--- src/ifra_pkg.sv ---
// Shared types and constants for the information-frame receiver.
// Holds the register map, framing bytes, hunt phases and the queue record.
// Depends on nothing.
package ifra_pkg;

	// Framing and escape bytes.
	localparam logic [7:0] FLAG_BYTE = 8'h7E;
	localparam logic [7:0] ESC_BYTE  = 8'h7D;
	localparam logic [7:0] ESC_FLAG  = 8'h5E;
	localparam logic [7:0] ESC_ESC   = 8'h5D;

	// Configuration register map.
	localparam int          CFG_IDX_W     = 3;
	localparam int          NUM_REGS      = 7;
	localparam logic [2:0]  REG_ADDR      = 3'd0;
	localparam logic [2:0]  REG_INFO0     = 3'd1;
	localparam logic [2:0]  REG_INFO1     = 3'd2;
	localparam logic [2:0]  REG_RDY0      = 3'd3;
	localparam logic [2:0]  REG_RDY1      = 3'd4;
	localparam logic [2:0]  REG_REJ0      = 3'd5;
	localparam logic [2:0]  REG_REJ1      = 3'd6;

	// Reply frame byte positions.
	localparam logic [2:0] RP_OPEN  = 3'd0;
	localparam logic [2:0] RP_ADDR  = 3'd1;
	localparam logic [2:0] RP_CTRL  = 3'd2;
	localparam logic [2:0] RP_CHECK = 3'd3;
	localparam logic [2:0] RP_CLOSE = 3'd4;
	localparam logic [2:0] REPLY_LEN = 3'd5;

	// Output kinds.
	localparam logic KIND_PAYLOAD = 1'b0;
	localparam logic KIND_REPLY   = 1'b1;

	// Queue depth.
	localparam int QDEPTH = 4;
	localparam int QPTR_W = $clog2(QDEPTH);

	// Receive hunt phases.
	typedef enum logic [2:0] {
		PH_FLAG = 3'd0,
		PH_ADDR = 3'd1,
		PH_CTRL = 3'd2,
		PH_HCHK = 3'd3,
		PH_DATA = 3'd4
	} phase_t;

	// Work record handed from the front to the back for one received byte.
	typedef struct packed {
		logic [1:0] n_pay;
		logic [7:0] pay0;
		logic [7:0] pay1;
		logic       reply;
		logic [7:0] addr;
		logic [7:0] ctrl;
	} work_t;

endpackage

--- src/ifra_front.sv ---
// Front part: holds the configuration registers, hunts the frame header,
// destuffs the data field and pushes a work record for each byte with output.
// Depends on ifra_pkg.
module ifra_front import ifra_pkg::*; (
	input  logic                 clk,
	input  logic                 arst_n,
	input  logic                 in_valid,
	output logic                 in_ready,
	input  logic [7:0]           rx_byte,
	input  logic                 cfg_valid,
	output logic                 cfg_ready,
	input  logic [CFG_IDX_W-1:0] cfg_index,
	input  logic [7:0]           cfg_data,
	input  logic                 q_full,
	output logic                 q_push,
	output work_t                q_rec
);

	typedef struct packed {
		logic [7:0] held;
		logic       held_v;
		logic [7:0] xsum;
		logic [1:0] n_pay;
		logic [7:0] pay0;
		logic [7:0] pay1;
	} acc_t;

	// Move a data byte into the hold slot; the previous one leaves as payload.
	function automatic acc_t take(acc_t a, logic [7:0] d);
		acc_t r;
		r = a;
		if (r.held_v) begin
			if (r.n_pay == 2'd0) r.pay0 = r.held;
			else r.pay1 = r.held;
			r.n_pay = r.n_pay + 2'd1;
			r.xsum  = r.xsum ^ r.held;
		end
		r.held   = d;
		r.held_v = 1'b1;
		return r;
	endfunction

	logic [7:0] cfg_q [NUM_REGS];
	phase_t     phase_q, phase_d;
	logic       seq_q, seq_d;
	logic       esc_q, esc_d;
	logic [7:0] held_q;
	logic       held_v_q;
	logic [7:0] xsum_q;
	acc_t       acc;
	logic       rep;
	logic [7:0] rep_ctrl;
	logic       do_data;
	logic       good;
	logic       accept;

	assign cfg_ready = 1'b1;
	assign in_ready  = !q_full;
	assign accept    = in_valid && in_ready;

	// Configuration register file.
	always_ff @(posedge clk or negedge arst_n) begin
		if (!arst_n) begin
			cfg_q[REG_ADDR]  <= 8'd3;
			cfg_q[REG_INFO0] <= 8'd0;
			cfg_q[REG_INFO1] <= 8'd64;
			cfg_q[REG_RDY0]  <= 8'd5;
			cfg_q[REG_RDY1]  <= 8'd133;
			cfg_q[REG_REJ0]  <= 8'd1;
			cfg_q[REG_REJ1]  <= 8'd129;
		end else if (cfg_valid && cfg_ready && (cfg_index < CFG_IDX_W'(NUM_REGS))) begin
			cfg_q[cfg_index] <= cfg_data;
		end
	end

	// Next state and work record for the byte at the input.
	always_comb begin
		phase_d    = phase_q;
		seq_d      = seq_q;
		esc_d      = esc_q;
		acc.held   = held_q;
		acc.held_v = held_v_q;
		acc.xsum   = xsum_q;
		acc.n_pay  = 2'd0;
		acc.pay0   = 8'd0;
		acc.pay1   = 8'd0;
		rep        = 1'b0;
		rep_ctrl   = 8'd0;
		do_data    = 1'b0;
		good       = 1'b0;
		unique case (phase_q)
			PH_ADDR: begin
				if (rx_byte == cfg_q[REG_ADDR]) phase_d = PH_CTRL;
				else if (rx_byte == FLAG_BYTE) phase_d = PH_ADDR;
				else phase_d = PH_FLAG;
			end
			PH_CTRL: begin
				if (rx_byte == cfg_q[REG_INFO0]) begin
					seq_d   = 1'b0;
					phase_d = PH_HCHK;
				end else if (rx_byte == cfg_q[REG_INFO1]) begin
					seq_d   = 1'b1;
					phase_d = PH_HCHK;
				end else if (rx_byte == FLAG_BYTE) begin
					phase_d = PH_ADDR;
				end else begin
					phase_d = PH_FLAG;
				end
			end
			PH_HCHK: begin
				if (rx_byte == (cfg_q[REG_ADDR] ^
						(seq_q ? cfg_q[REG_INFO1] : cfg_q[REG_INFO0]))) begin
					esc_d      = 1'b0;
					acc.held   = 8'd0;
					acc.held_v = 1'b0;
					acc.xsum   = 8'd0;
					phase_d    = PH_DATA;
				end else begin
					phase_d = PH_FLAG;
				end
			end
			PH_DATA: begin
				// Resolve a pending escape first.
				if (esc_q) begin
					esc_d = 1'b0;
					if (rx_byte == ESC_FLAG) begin
						acc = take(acc, FLAG_BYTE);
					end else if (rx_byte == ESC_ESC) begin
						acc = take(acc, ESC_BYTE);
					end else begin
						acc     = take(acc, ESC_BYTE);
						do_data = 1'b1;
					end
				end else begin
					do_data = 1'b1;
				end
				// Plain data byte handling, including the closing flag.
				if (do_data) begin
					if (rx_byte == FLAG_BYTE) begin
						good = acc.held_v && (acc.held == acc.xsum);
						if (good) rep_ctrl = seq_q ? cfg_q[REG_RDY0] : cfg_q[REG_RDY1];
						else rep_ctrl = seq_q ? cfg_q[REG_REJ1] : cfg_q[REG_REJ0];
						rep        = 1'b1;
						esc_d      = 1'b0;
						acc.held   = 8'd0;
						acc.held_v = 1'b0;
						acc.xsum   = 8'd0;
						phase_d    = PH_FLAG;
					end else if (rx_byte == ESC_BYTE) begin
						esc_d = 1'b1;
					end else begin
						acc = take(acc, rx_byte);
					end
				end
			end
			default: begin
				phase_d = (rx_byte == FLAG_BYTE) ? PH_ADDR : PH_FLAG;
			end
		endcase
	end

	// Work record to the queue; bytes that yield no output push nothing.
	always_comb begin
		q_rec.n_pay = acc.n_pay;
		q_rec.pay0  = acc.pay0;
		q_rec.pay1  = acc.pay1;
		q_rec.reply = rep;
		q_rec.addr  = cfg_q[REG_ADDR];
		q_rec.ctrl  = rep_ctrl;
		q_push      = accept && ((acc.n_pay != 2'd0) || rep);
	end

	// Receive state registers.
	always_ff @(posedge clk or negedge arst_n) begin
		if (!arst_n) begin
			phase_q  <= PH_FLAG;
			seq_q    <= 1'b0;
			esc_q    <= 1'b0;
			held_q   <= 8'd0;
			held_v_q <= 1'b0;
			xsum_q   <= 8'd0;
		end else if (accept) begin
			phase_q  <= phase_d;
			seq_q    <= seq_d;
			esc_q    <= esc_d;
			held_q   <= acc.held;
			held_v_q <= acc.held_v;
			xsum_q   <= acc.xsum;
		end
	end

endmodule

--- src/ifra_queue.sv ---
// Short work queue between the front and the back of the receiver.
// Holds up to QDEPTH work records; push and pop may happen together.
// Depends on ifra_pkg.
module ifra_queue import ifra_pkg::*; (
	input  logic  clk,
	input  logic  arst_n,
	input  logic  push,
	input  work_t push_rec,
	output logic  full,
	input  logic  pop,
	output logic  empty,
	output work_t pop_rec
);

	work_t             mem [QDEPTH];
	logic [QPTR_W-1:0] wr_ptr_q;
	logic [QPTR_W-1:0] rd_ptr_q;
	logic [QPTR_W:0]   count_q;
	logic              do_push;
	logic              do_pop;

	assign full    = (count_q == (QPTR_W+1)'(QDEPTH));
	assign empty   = (count_q == '0);
	assign do_push = push && !full;
	assign do_pop  = pop && !empty;
	assign pop_rec = mem[rd_ptr_q];

	// Entry storage.
	always_ff @(posedge clk) begin
		if (do_push) mem[wr_ptr_q] <= push_rec;
	end

	// Pointers and fill count.
	always_ff @(posedge clk or negedge arst_n) begin
		if (!arst_n) begin
			wr_ptr_q <= '0;
			rd_ptr_q <= '0;
			count_q  <= '0;
		end else begin
			if (do_push) wr_ptr_q <= wr_ptr_q + 1'b1;
			if (do_pop) rd_ptr_q <= rd_ptr_q + 1'b1;
			if (do_push && !do_pop) count_q <= count_q + 1'b1;
			else if (do_pop && !do_push) count_q <= count_q - 1'b1;
		end
	end

endmodule

--- src/ifra_back.sv ---
// Back part: expands each work record into payload and reply bytes and
// drives the registered output, one byte per cycle unless stalled.
// Depends on ifra_pkg.
module ifra_back import ifra_pkg::*; (
	input  logic       clk,
	input  logic       arst_n,
	input  logic       q_empty,
	input  work_t      q_rec,
	output logic       q_pop,
	output logic       out_valid,
	input  logic       out_ready,
	output logic       out_kind,
	output logic [7:0] out_byte,
	output logic       out_last
);

	work_t      cur_q;
	logic       cur_v_q;
	logic [2:0] step_q;
	logic [2:0] total;
	logic [2:0] rpos;
	logic       in_reply;
	logic       advance;
	logic       final_step;
	logic       b_kind;
	logic [7:0] b_byte;
	logic       b_last;
	logic       out_v_q;
	logic       kind_q;
	logic [7:0] byte_q;
	logic       last_q;

	// Byte count of the current record and the byte at the current step.
	always_comb begin
		total      = {1'b0, cur_q.n_pay} + (cur_q.reply ? REPLY_LEN : 3'd0);
		in_reply   = (step_q >= {1'b0, cur_q.n_pay});
		rpos       = step_q - {1'b0, cur_q.n_pay};
		final_step = (step_q == total - 3'd1);
		b_last     = 1'b0;
		b_kind     = KIND_PAYLOAD;
		b_byte     = (step_q == 3'd0) ? cur_q.pay0 : cur_q.pay1;
		if (in_reply) begin
			b_kind = KIND_REPLY;
			unique case (rpos)
				RP_OPEN:  b_byte = FLAG_BYTE;
				RP_ADDR:  b_byte = cur_q.addr;
				RP_CTRL:  b_byte = cur_q.ctrl;
				RP_CHECK: b_byte = cur_q.addr ^ cur_q.ctrl;
				default: begin
					b_byte = FLAG_BYTE;
					b_last = 1'b1;
				end
			endcase
		end
	end

	assign advance = cur_v_q && (!out_v_q || out_ready);
	assign q_pop   = !q_empty && (!cur_v_q || (advance && final_step));

	// Current record and step counter.
	always_ff @(posedge clk or negedge arst_n) begin
		if (!arst_n) begin
			cur_v_q <= 1'b0;
			step_q  <= 3'd0;
		end else if (q_pop) begin
			cur_v_q <= 1'b1;
			step_q  <= 3'd0;
		end else if (advance) begin
			if (final_step) begin
				cur_v_q <= 1'b0;
				step_q  <= 3'd0;
			end else begin
				step_q <= step_q + 3'd1;
			end
		end
	end

	always_ff @(posedge clk) begin
		if (q_pop) cur_q <= q_rec;
	end

	// Output register.
	always_ff @(posedge clk or negedge arst_n) begin
		if (!arst_n) begin
			out_v_q <= 1'b0;
		end else if (advance) begin
			out_v_q <= 1'b1;
		end else if (out_ready) begin
			out_v_q <= 1'b0;
		end
	end

	always_ff @(posedge clk) begin
		if (advance) begin
			kind_q <= b_kind;
			byte_q <= b_byte;
			last_q <= b_last;
		end
	end

	assign out_valid = out_v_q;
	assign out_kind  = kind_q;
	assign out_byte  = byte_q;
	assign out_last  = last_q;

endmodule

--- src/info_frame_receiver_ack.sv ---
// Information-frame receiver top level: one received byte per cycle in.
// Results pass the queue, the current-record register and the output register.
// Throughput: one input byte per cycle while the four-record queue has room;
// output one byte per cycle unless stalled; a closing flag (up to six bytes) paces it.
// Reset (arst_n low) clears the hunt state, queue and output valid and loads
// the register defaults; no clearing pass is needed.
module info_frame_receiver_ack import ifra_pkg::*; (
	input  logic                 clk,
	input  logic                 arst_n,
	input  logic                 in_valid,
	output logic                 in_ready,
	input  logic [7:0]           rx_byte,
	output logic                 out_valid,
	input  logic                 out_ready,
	output logic                 out_kind,
	output logic [7:0]           out_byte,
	output logic                 out_last,
	input  logic                 cfg_valid,
	output logic                 cfg_ready,
	input  logic [CFG_IDX_W-1:0] cfg_index,
	input  logic [7:0]           cfg_data
);

	work_t push_rec;
	work_t pop_rec;
	logic  push;
	logic  pop;
	logic  full;
	logic  empty;

	// Header hunt and destuffing.
	ifra_front u_front (
		.clk       (clk),
		.arst_n    (arst_n),
		.in_valid  (in_valid),
		.in_ready  (in_ready),
		.rx_byte   (rx_byte),
		.cfg_valid (cfg_valid),
		.cfg_ready (cfg_ready),
		.cfg_index (cfg_index),
		.cfg_data  (cfg_data),
		.q_full    (full),
		.q_push    (push),
		.q_rec     (push_rec)
	);

	// Decoupling queue.
	ifra_queue u_queue (
		.clk      (clk),
		.arst_n   (arst_n),
		.push     (push),
		.push_rec (push_rec),
		.full     (full),
		.pop      (pop),
		.empty    (empty),
		.pop_rec  (pop_rec)
	);

	// Output sequencer.
	ifra_back u_back (
		.clk       (clk),
		.arst_n    (arst_n),
		.q_empty   (empty),
		.q_rec     (pop_rec),
		.q_pop     (pop),
		.out_valid (out_valid),
		.out_ready (out_ready),
		.out_kind  (out_kind),
		.out_byte  (out_byte),
		.out_last  (out_last)
	);

endmodule

--- config.mk ---
export PLATFORM = sky130hd
export DESIGN_NAME = info_frame_receiver_ack
export DESIGN_NICKNAME = d
export VERILOG_FILES = /design/src/ifra_pkg.sv /design/src/ifra_front.sv /design/src/ifra_queue.sv /design/src/ifra_back.sv /design/src/info_frame_receiver_ack.sv
export SDC_FILE = /design/constraint.sdc
export NUM_CORES = 1
export LEC_CHECK = 0
export ABC_AREA = 0
export BUFFER_PORTS_ARGS = -buffer_cell sky130_fd_sc_hd__buf_2
export CORE_MARGIN = 3
export CORE_UTILIZATION = 60
export CTS_BUF_LIST = sky130_fd_sc_hd__clkbuf_8
export DETAILED_ROUTE_END_ITERATION = 7
export GPL_TIMING_DRIVEN = 0
export MAX_ROUTING_LAYER = met4
export PLACE_DENSITY = 0.77
export SYNTH_ARGS = -nofsm -noshare
export SYNTH_HDL_FRONTEND = slang
export SYNTH_SLANG_ARGS = --single-unit
export TNS_END_PERCENT = 10
--- constraint.sdc ---
create_clock -name clk -period 4.8 [get_ports clk]
set_input_delay 0.24 -clock clk [delete_from_list [all_inputs] [get_ports clk]]
set_output_delay 0.24 -clock clk [all_outputs]
set_load 0.05 [all_outputs]
==> results summary, run 1 <==
Summing the sequential cell areas from Yosys gives 60.7% of the chip area. For this run, the top clock speed supported by timing is 285 MHz. The total wire length after detailed routing is 24.5 mm. From synthesis to final layout, the design area changed by 11.2%. The reported max-cap violation count came out at 0. The shortest period the worst path allows came out at 3.51 ns. Setup repair after global routing left no endpoint under its margin.

At the end of routability-driven placement, the weighted congestion stood at 0.927. The critical path data arrival time is 3.78 ns. The largest net degree at the start of global routing is 57. Counting the buffers created by CTS gives 41.

The via count of the first global-routing pass is 7499. Summed over all cells, the static leakage comes to 4.65 nW. The layout net count is 933. The effective utilization at floorplan is 61.7%. The number of instances in the placed design is 1108. The critical path is of the register to register type. The post-route clock period utilization is 73.2%. The remaining design rule violation count is 0.

Of the cells placed in the final design, the portion with a size suffix greater than 1 is 24.1%. The path class of the tightest hold or removal check is input pin to register. The actual slew at the worst max-slew pin is 1.27 ns. The number of optimization iterations in the first detailed-route pass is 4.

The flow ran to the end, and the final reports show no timing, DRC or antenna violations. The count of cells resized by post-cts repair came out at 0. The total negative setup slack came out at 0 ns. The die area came out at 21100 µm².

The cell count after synthesis is 821. The number of setup violations in the final report is 0. The final core area utilization is 68.6%.

The synthesized netlist contains 74 unique library cells. The number of vias per cell came out at 6.02. The global-route wire length before repair is 39.7 mm. TritonCTS built the clock tree. The placed wire-length estimate after detailed placement came out at 16.6 mm. The overall power after layout is 0.00566 W.

In the synthesized netlist the dominant register cell turns out to be edfxtp_1. The number of pins exceeding their max-slew limit in the final report came out at 0. The clock-pin slew of the registers on the worst-case setup and hold paths is 0.06 ns.

The number of buffers on the longest clock path is 3. Clock tree synthesis found a total of 250 sinks. The worst ir drop on vdd is 0.000275 V.

The total grt overflow came out at 0. The number of nets produced by synthesis is 861. The number of hold-slack violations in the final timing report is 0. In this run the horizontal extent of the chip is 145 µm.

At the later pin of the worst-skew pair, clock insertion delay measures 0.55 ns. The worst pin sits at a relative slew slack of 14.8%. The total power density per cell area came out at 437 nW/µm². The floorplan core area is 18900 µm². The via count came out at 7129. The total routing usage reported by global routing came out at 24.2%. The vertical die dimension is 145 µm. The required time of the critical path is 5.06 ns.

The number of synthesis warnings is 0. The number of H-tree branching levels came out at 2. Leaving out filler cells and counting taps, the final layout contains 1185. STA classifies the critical path endpoint as a register. In this run the count of I/O pins placed on the die edge is 37. The detailed-route wire length per cell is 20.7 µm.

Hold is met by 0.0395 ns. The clock tree root buffer cell is clkbuf_8. In this run, the number of DRC markers left after iteration 0 of detailed routing was 571. In this run the remaining antenna-violating nets after routing total 0. The cell area after synthesis is 11700 µm². In this run, synthesis inferred 160 flip-flops with an integrated enable.

The synthesis-stage register bit count came out at 250. The setup skew after layout is 0.0208 ns. The placement row count came out at 50. Along the worst path, the maximum fanout reaches 10. The synthesized area per cell came out at 14.2 µm². The count of input and output buffers came out at 25. The antenna diode instance count came out at 0. The number of antenna violations at the first check in global routing came out at 0. The async set-or-reset flop fraction in the synthesized netlist came out at 36.0%. STA classifies the critical path startpoint as a register.
sequential cells by signal, indices dropped and copies added (netlist names), 3 cells and up:
| name | cells |
|---|---|
| u_back.cur_q | 30 |
| u_back.out_byte | 8 |
| u_back.step_q | 3 |
| u_front.cfg_q | 48 |
| u_front.held_q | 8 |
| u_front.phase_q | 3 |
| u_front.q_rec | 8 |
| u_front.xsum_q | 8 |
| u_queue.count_q | 3 |
| u_queue.mem | 120 |
layer usage:
metal	GRT usage [%]	vias up	wire length, µm
li1	-	3257	-
met1	32.1	3608	10600
met2	39.2	214	12100
met3	3.86	50	1240
met4	7.74	0	524
met5	-	-	0
through the flow:
step                instance area [µm²]  setup WS (ns)
floorplan                         11700           1.16
global placement                  12100          0.567
detailed placement                12200           1.31
CTS                               13000           1.29
global route                      13000           1.08
finish                            13000           1.29
critical path, cell delays in order (launching register included):
cell and delay (ns):
dfrtp_1 0.39, buf_6 0.16, clkbuf_8 0.17, inv_1 0.11, ha_1 0.33, nor4_4 0.31, nor4b_2 1.00, a221oi_1 0.19
nor3_1 0.56
final timing paths:
check | startpoint | slack, ns | cells past startpoint | to
max | u_front.held_v_q | 1.29 | 8 | u_queue.mem[0][5]
min | cfg_data[6] | 0.04 | 2 | u_front.cfg_q[6]
max reg2reg | u_front.held_v_q | 1.29 | 8 | u_queue.mem[0][5]
min reg2reg | u_front.cfg_q[12] | 0.50 | 1 | u_front.cfg_q[12]
max in group asynchronous | arst_n | 3.85 | 3 | u_front.cfg_q[18]
min in group asynchronous | arst_n | 0.22 | 2 | u_back.step_q[2]
cell usage in the layout (no fill, tap or decap), types with 10 or more instances in the layout:
master and instances:
buf_2 40, ha_1 14, mux2i_1 10, nand3_1 14, xor2_1 39, inv_1 36
dfrtp_1 79, edfxtp_1 160, mux4_2 30, a21oi_1 20, o21ai_0 39, clkbuf_1 21
xnor2_1 22, dfstp_2 11, nand2_1 48, nor2_1 22, clkbuf_8 48, nor2b_1 20
nor3_1 17, nand2b_1 15, mux2_2 61
cell families (layout without fill, tap and decap cells):
kind of cell / count (synthesis) / after routing / share of synthesized area, %
AOI/OAI and AO/OA: 132 / 132 / 7.89
xor gates and xnor gates: 63 / 63 / 4.93
adders and majority gates: 16 / 16 / 1.85
buffers and inverters: 65 / 169 / 2.61
DFF: 250 / 250 / 60.7
muxes: 101 / 101 / 12.6
other: 1 / 1 / 0.0322
and+or+nand+nor: 193 / 193 / 9.45
power breakdown:
part           internal [W]  total (W)  switching, W  leakage, nW
sequential          0.00256    0.00270      0.000146         2.50
clock              0.000895    0.00171      0.000813        0.463
combinational      0.000512    0.00124      0.000733         1.69
area by class of cell:
cell class              count  area (µm²)
flip-flops and latches    250        7070
fillers                  1302        5940
multi-input cells         506        4290
clock buffers              47         647
well taps                 260         325
plain buffers              49         244
repair buffers             29         195
clock inverters            28         123
inverters                  16        60.1
cells in the mapped netlist (4+ instances only):
| cell type | n | area [µm²] |
|---|---|---|
| and2_1 | 12 | 75.1 |
| dfrtp_1 | 79 | 1980 |
| mux2i_1 | 10 | 100 |
| a22oi_1 | 5 | 37.5 |
| ha_1 | 14 | 175 |
| edfxtp_1 | 160 | 4800 |
| buf_1 | 6 | 22.5 |
| a221oi_1 | 8 | 70.1 |
| o211ai_1 | 4 | 30.0 |
| inv_1 | 16 | 60.1 |
| a31oi_1 | 4 | 25.0 |
| a21oi_1 | 20 | 100 |
| nor3_1 | 17 | 85.1 |
| nand2_1 | 48 | 180 |
| nor4_1 | 7 | 43.8 |
| nand4b_1 | 6 | 52.6 |
| a22o_1 | 6 | 52.6 |
| nand2b_1 | 15 | 93.8 |
| nor2_1 | 22 | 82.6 |
| xnor2_1 | 22 | 193 |
| and3_1 | 6 | 37.5 |
| mux4_2 | 30 | 676 |
| nor2b_1 | 20 | 125 |
| o21ai_0 | 39 | 195 |
| clkbuf_1 | 21 | 78.8 |
| a2111oi_0 | 8 | 70.1 |
| dfstp_2 | 11 | 289 |
| buf_2 | 16 | 80.1 |
| mux2_2 | 61 | 687 |
| nand3_1 | 14 | 70.1 |
| xor2_1 | 39 | 342 |
repair_timing:
| item | CTS | global route |
|---|---|---|
| setup buffers | 0 | 0 |
| hold buffers | 2 | 0 |
| endpoints found under the hold margin | 35 | 0 |
Note: power is estimated with default switching activity, not from simulation.
==> inputs of run 2 (changes only) <==
clock period = 3.5 ns   (was 4.8 ns; I/O delays follow)
==> run 2 against run 1 <==
Setup slack got worse by 1.0 ns. Die area did not move. Core utilization up 0.77 points. Critical path type unchanged. Non-clock buffer count is 7 higher. First-iteration DRC count increased by 7.7%.
==> results summary, run 2 (synthesis results as in run 1) <==
The x dimension of the die came out at 145 µm (unchanged). The signed area change from the synthesized netlist to the final layout came out at 12.4%. The critical path data arrival time is 3.49 ns (-0.29 ns). The largest net degree at the start of global routing came to 49 (-14%). The insertion delay of the later-clocked pin in the worst-skew pair came to 0.55 ns (about the same). The required time of the critical path came to 3.74 ns (-1.32 ns). The number of sinks on the clock net came out at 250 (unchanged). The number of instances in the placed design came out at 1107 (-0.090%). The net switching fraction of the power is 29.7% (-0.23 points). The worst ir drop on vdd is 0.000365 V (+33%). The actual slew at the worst max-slew pin came out at 1.14 ns (-0.131 ns). The total negative setup slack is 0 ns (unchanged). The remaining design rule violation count came out at 0 (unchanged).

The floorplan core area came to 18900 µm² (unchanged). The proportion of layout cells with a drive suffix above 1 is 24.4% (+0.33 points). The number of vias per cell is 6.10 (+1.4%). TritonCTS built the clock tree.

The reported max-cap violation count is 0 (unchanged). The worst register-to-register path begins at u_front.held_v_q. The number of optimization iterations in the first detailed-route pass came out at 5 (+1). The total routing usage reported by global routing came out at 25.2% (+0.99 points). The worst hold-check path type is input pin to register. The post-route clock period utilization is 92.9% (+20 points). The net switching component of the power came out at 0.00239 W (+41%).

The worst slew margin relative to its limit is 23.6% (+8.8 points). The flow ran to the end, and the final reports show no timing, DRC or antenna violations. The part of the total power dissipated in combinational logic is 21.7% (-0.3 points). The startpoint identified for the worst hold timing path is rx_byte[3]. The total grt overflow came out at 0 (unchanged).

The final standard cell area without fillers is 13100 µm² (+1.1%). The register name with the most flops is u_queue.mem. The number of buffers added by the clock tree synthesis step came out at 41 (unchanged). The minimum hold slack came out at 0.0309 ns (-0.00853 ns). The top fanout value on the critical path is 10 (unchanged). The placement row count came to 50 (unchanged). The number of fill cells in the layout came out at 1307 (+0.38%). The static leakage was 4.69 nW (+0.78%).

The type of destination of the critical path is a register. The final core area utilization was 69.3% (+0.77 points). The shortest period the worst path allows came to 3.25 ns (-0.262 ns). The violation count after the first detailed-route iteration came to 615 (+7.7%). In the final layout, the registers with the most flip-flops are u_queue.mem: 120 flops, u_front.cfg_q: 48 flops, u_back.cur_q: 30 flops.

The maximum clock rate is 307 MHz (+8.1%). The number of pins exceeding their max-slew limit in the final report is 0 (unchanged). The post-detailed-placement cell area came out at 12100 µm² (-0.17%). The placed wire-length estimate after detailed placement came to 17.0 mm (+2.7%). The via count of the first global-routing pass came out at 7543 (+0.59%).

In this run the clock root is driven by a clkbuf_8. The number of antenna violations at the first check in global routing is 0 (unchanged). The effective utilization at floorplan is 61.7% (unchanged). The number of hold-slack violations in the final timing report is 0 (unchanged). The total wire length after detailed routing is 25.5 mm (+4.1%).

The detailed-route wire length per cell is 21.4 µm (+3.4%). The vertical die dimension came to 145 µm (unchanged). In this run the worst setup path begins at u_front.held_v_q. The global-route wire length before repair was 41.0 mm (+3.3%). The clock-pin slew of the registers on the worst-case setup and hold paths is 0.06 ns (about the same).

The cell-internal power came out at 0.00566 W (+43%). The setup path with the least slack is of type register to register. The number of buffers on the longest clock path was 3 (unchanged).

The setup skew after layout is 0.0183 ns (-0.00248 ns). The count of input and output buffers is 25 (unchanged). The remaining number of nets flagged by the antenna check after routing is 0 (unchanged). The total power density per cell area came out at 614 nW/µm² (+41%). The layout net count came out at 941 (+0.86%). The via count came out at 7276 (+2.1%). The antenna diode instance count came out at 0 (unchanged). Leaving out fill and tap cells, the most frequent cells in the layout are edfxtp_1 (160), dfrtp_1 (79), mux2_2 (61). The placer's final routability congestion estimate came out at 0.938 (+1.2%). The area occupied by multi-input gates is 4310 µm² (+0.44%). The number of H-tree branching levels came out at 2 (unchanged). The die area came out at 21100 µm² (unchanged). The number of flip-flops under the largest register name came out at 120 (unchanged). The relative contribution of sequential cells to total power came to 46.1% (-1.7 points). Setup repair after global routing left no endpoint under its margin. The boundary pin count came to 37 (unchanged). The clock network fraction of design power came out at 32.2% (+2.0 points). The area taken by flip-flops and latches came out at 7070 µm² (unchanged). The worst setup path is launched from a register. The number of standard cells in the layout, taps in and fillers out came out at 1193 (+0.68%). The library cell used most frequently in the layout, excluding fill and tap cells, is edfxtp_1. The number of setup violations in the final report came out at 0 (unchanged).
[run 2: cell count changes in the layout (fill, tap and decap cells not counted), sizes merged]
cell,change
clkinv,+8
a21oi,+1
inv,-8
dlygate4sd3,+7
bufinv,+4
clkbuf,-4
[run 2: worst paths after layout]
| check | endpoint | slack (ns) | cells past startpoint |
|---|---|---|---|
| worst max-delay path | u_queue.mem[1][3] | 0.25 | 9 |
| worst min-delay path | u_front.held_q[3] | 0.03 | 3 |
| worst max register to register | u_queue.mem[1][3] | 0.25 | 9 |
| worst min register to register | u_front.cfg_q[14] | 0.50 | 1 |
| max in group asynchronous | u_front.cfg_q[38] | 2.59 | 3 |
| min in group asynchronous | u_queue.rd_ptr_q[1] | 0.19 | 2 |
[run 2: worst max-delay path, stage by stage, from the launching register on]
cell       delay (ns)
dfrtp_1          0.40
buf_6            0.17
clkbuf_8         0.17
inv_1            0.10
ha_1             0.34
nor4_4           0.33
or4b_1           0.54
buf_2            0.21
a2111oi_1        0.48
nor3_1           0.22
[run 2: final cells by class]
type                            count  share of cell area (%)
Buffer                             49                    1.86
Clock buffer                       43                    4.52
Multi-Input combinational cell    507                    32.9
Clock inverter                     32                    1.89
Inverter                           16                   0.458
Tap cell                          260                    2.48
Sequential cell                   250                    54.0
Timing Repair Buffer               36                    1.93
[run 2: metrics by stage]
| step | setup slack [ns] | power, W |
|---|---|---|
| floorplan | 0.197 | 0.00503 |
| global placement | -0.315 | 0.00542 |
| detailed placement | -0.522 | 0.00550 |
| CTS | 0.0333 | 0.00810 |
| global route | 0.0636 | 0.00844 |
| finish | 0.248 | 0.00805 |
[run 2: per-layer routing]
layer  track usage (%)  vias to the layer above  wire length, µm
met5                 -                        -                0
met4              7.79                        0              668
met3              5.48                       52             1720
met2              39.2                      245            12200
met1              34.0                     3700            10900
li1                  -                     3279                -
[run 2: what timing repair did]
item,CTS,global route
gates resized for setup,0,2
gates cloned,1,0
hold buffers,9,0
hold endpoints to repair,76,0
endpoints found under the setup margin,3,28
setup buffers,1,0
pin swaps,1,0
[run 2: power groups by stage]
stage / registers [W] / logic [W] / clock network (W)
after floorplan: 0.00390 / 0.00113 / 0
after global placement: 0.00374 / 0.00168 / 0
after detailed placement: 0.00376 / 0.00174 / 0
after CTS: 0.00370 / 0.00176 / 0.00263
after global routing: 0.00374 / 0.00191 / 0.00279
final: 0.00371 / 0.00174 / 0.00259
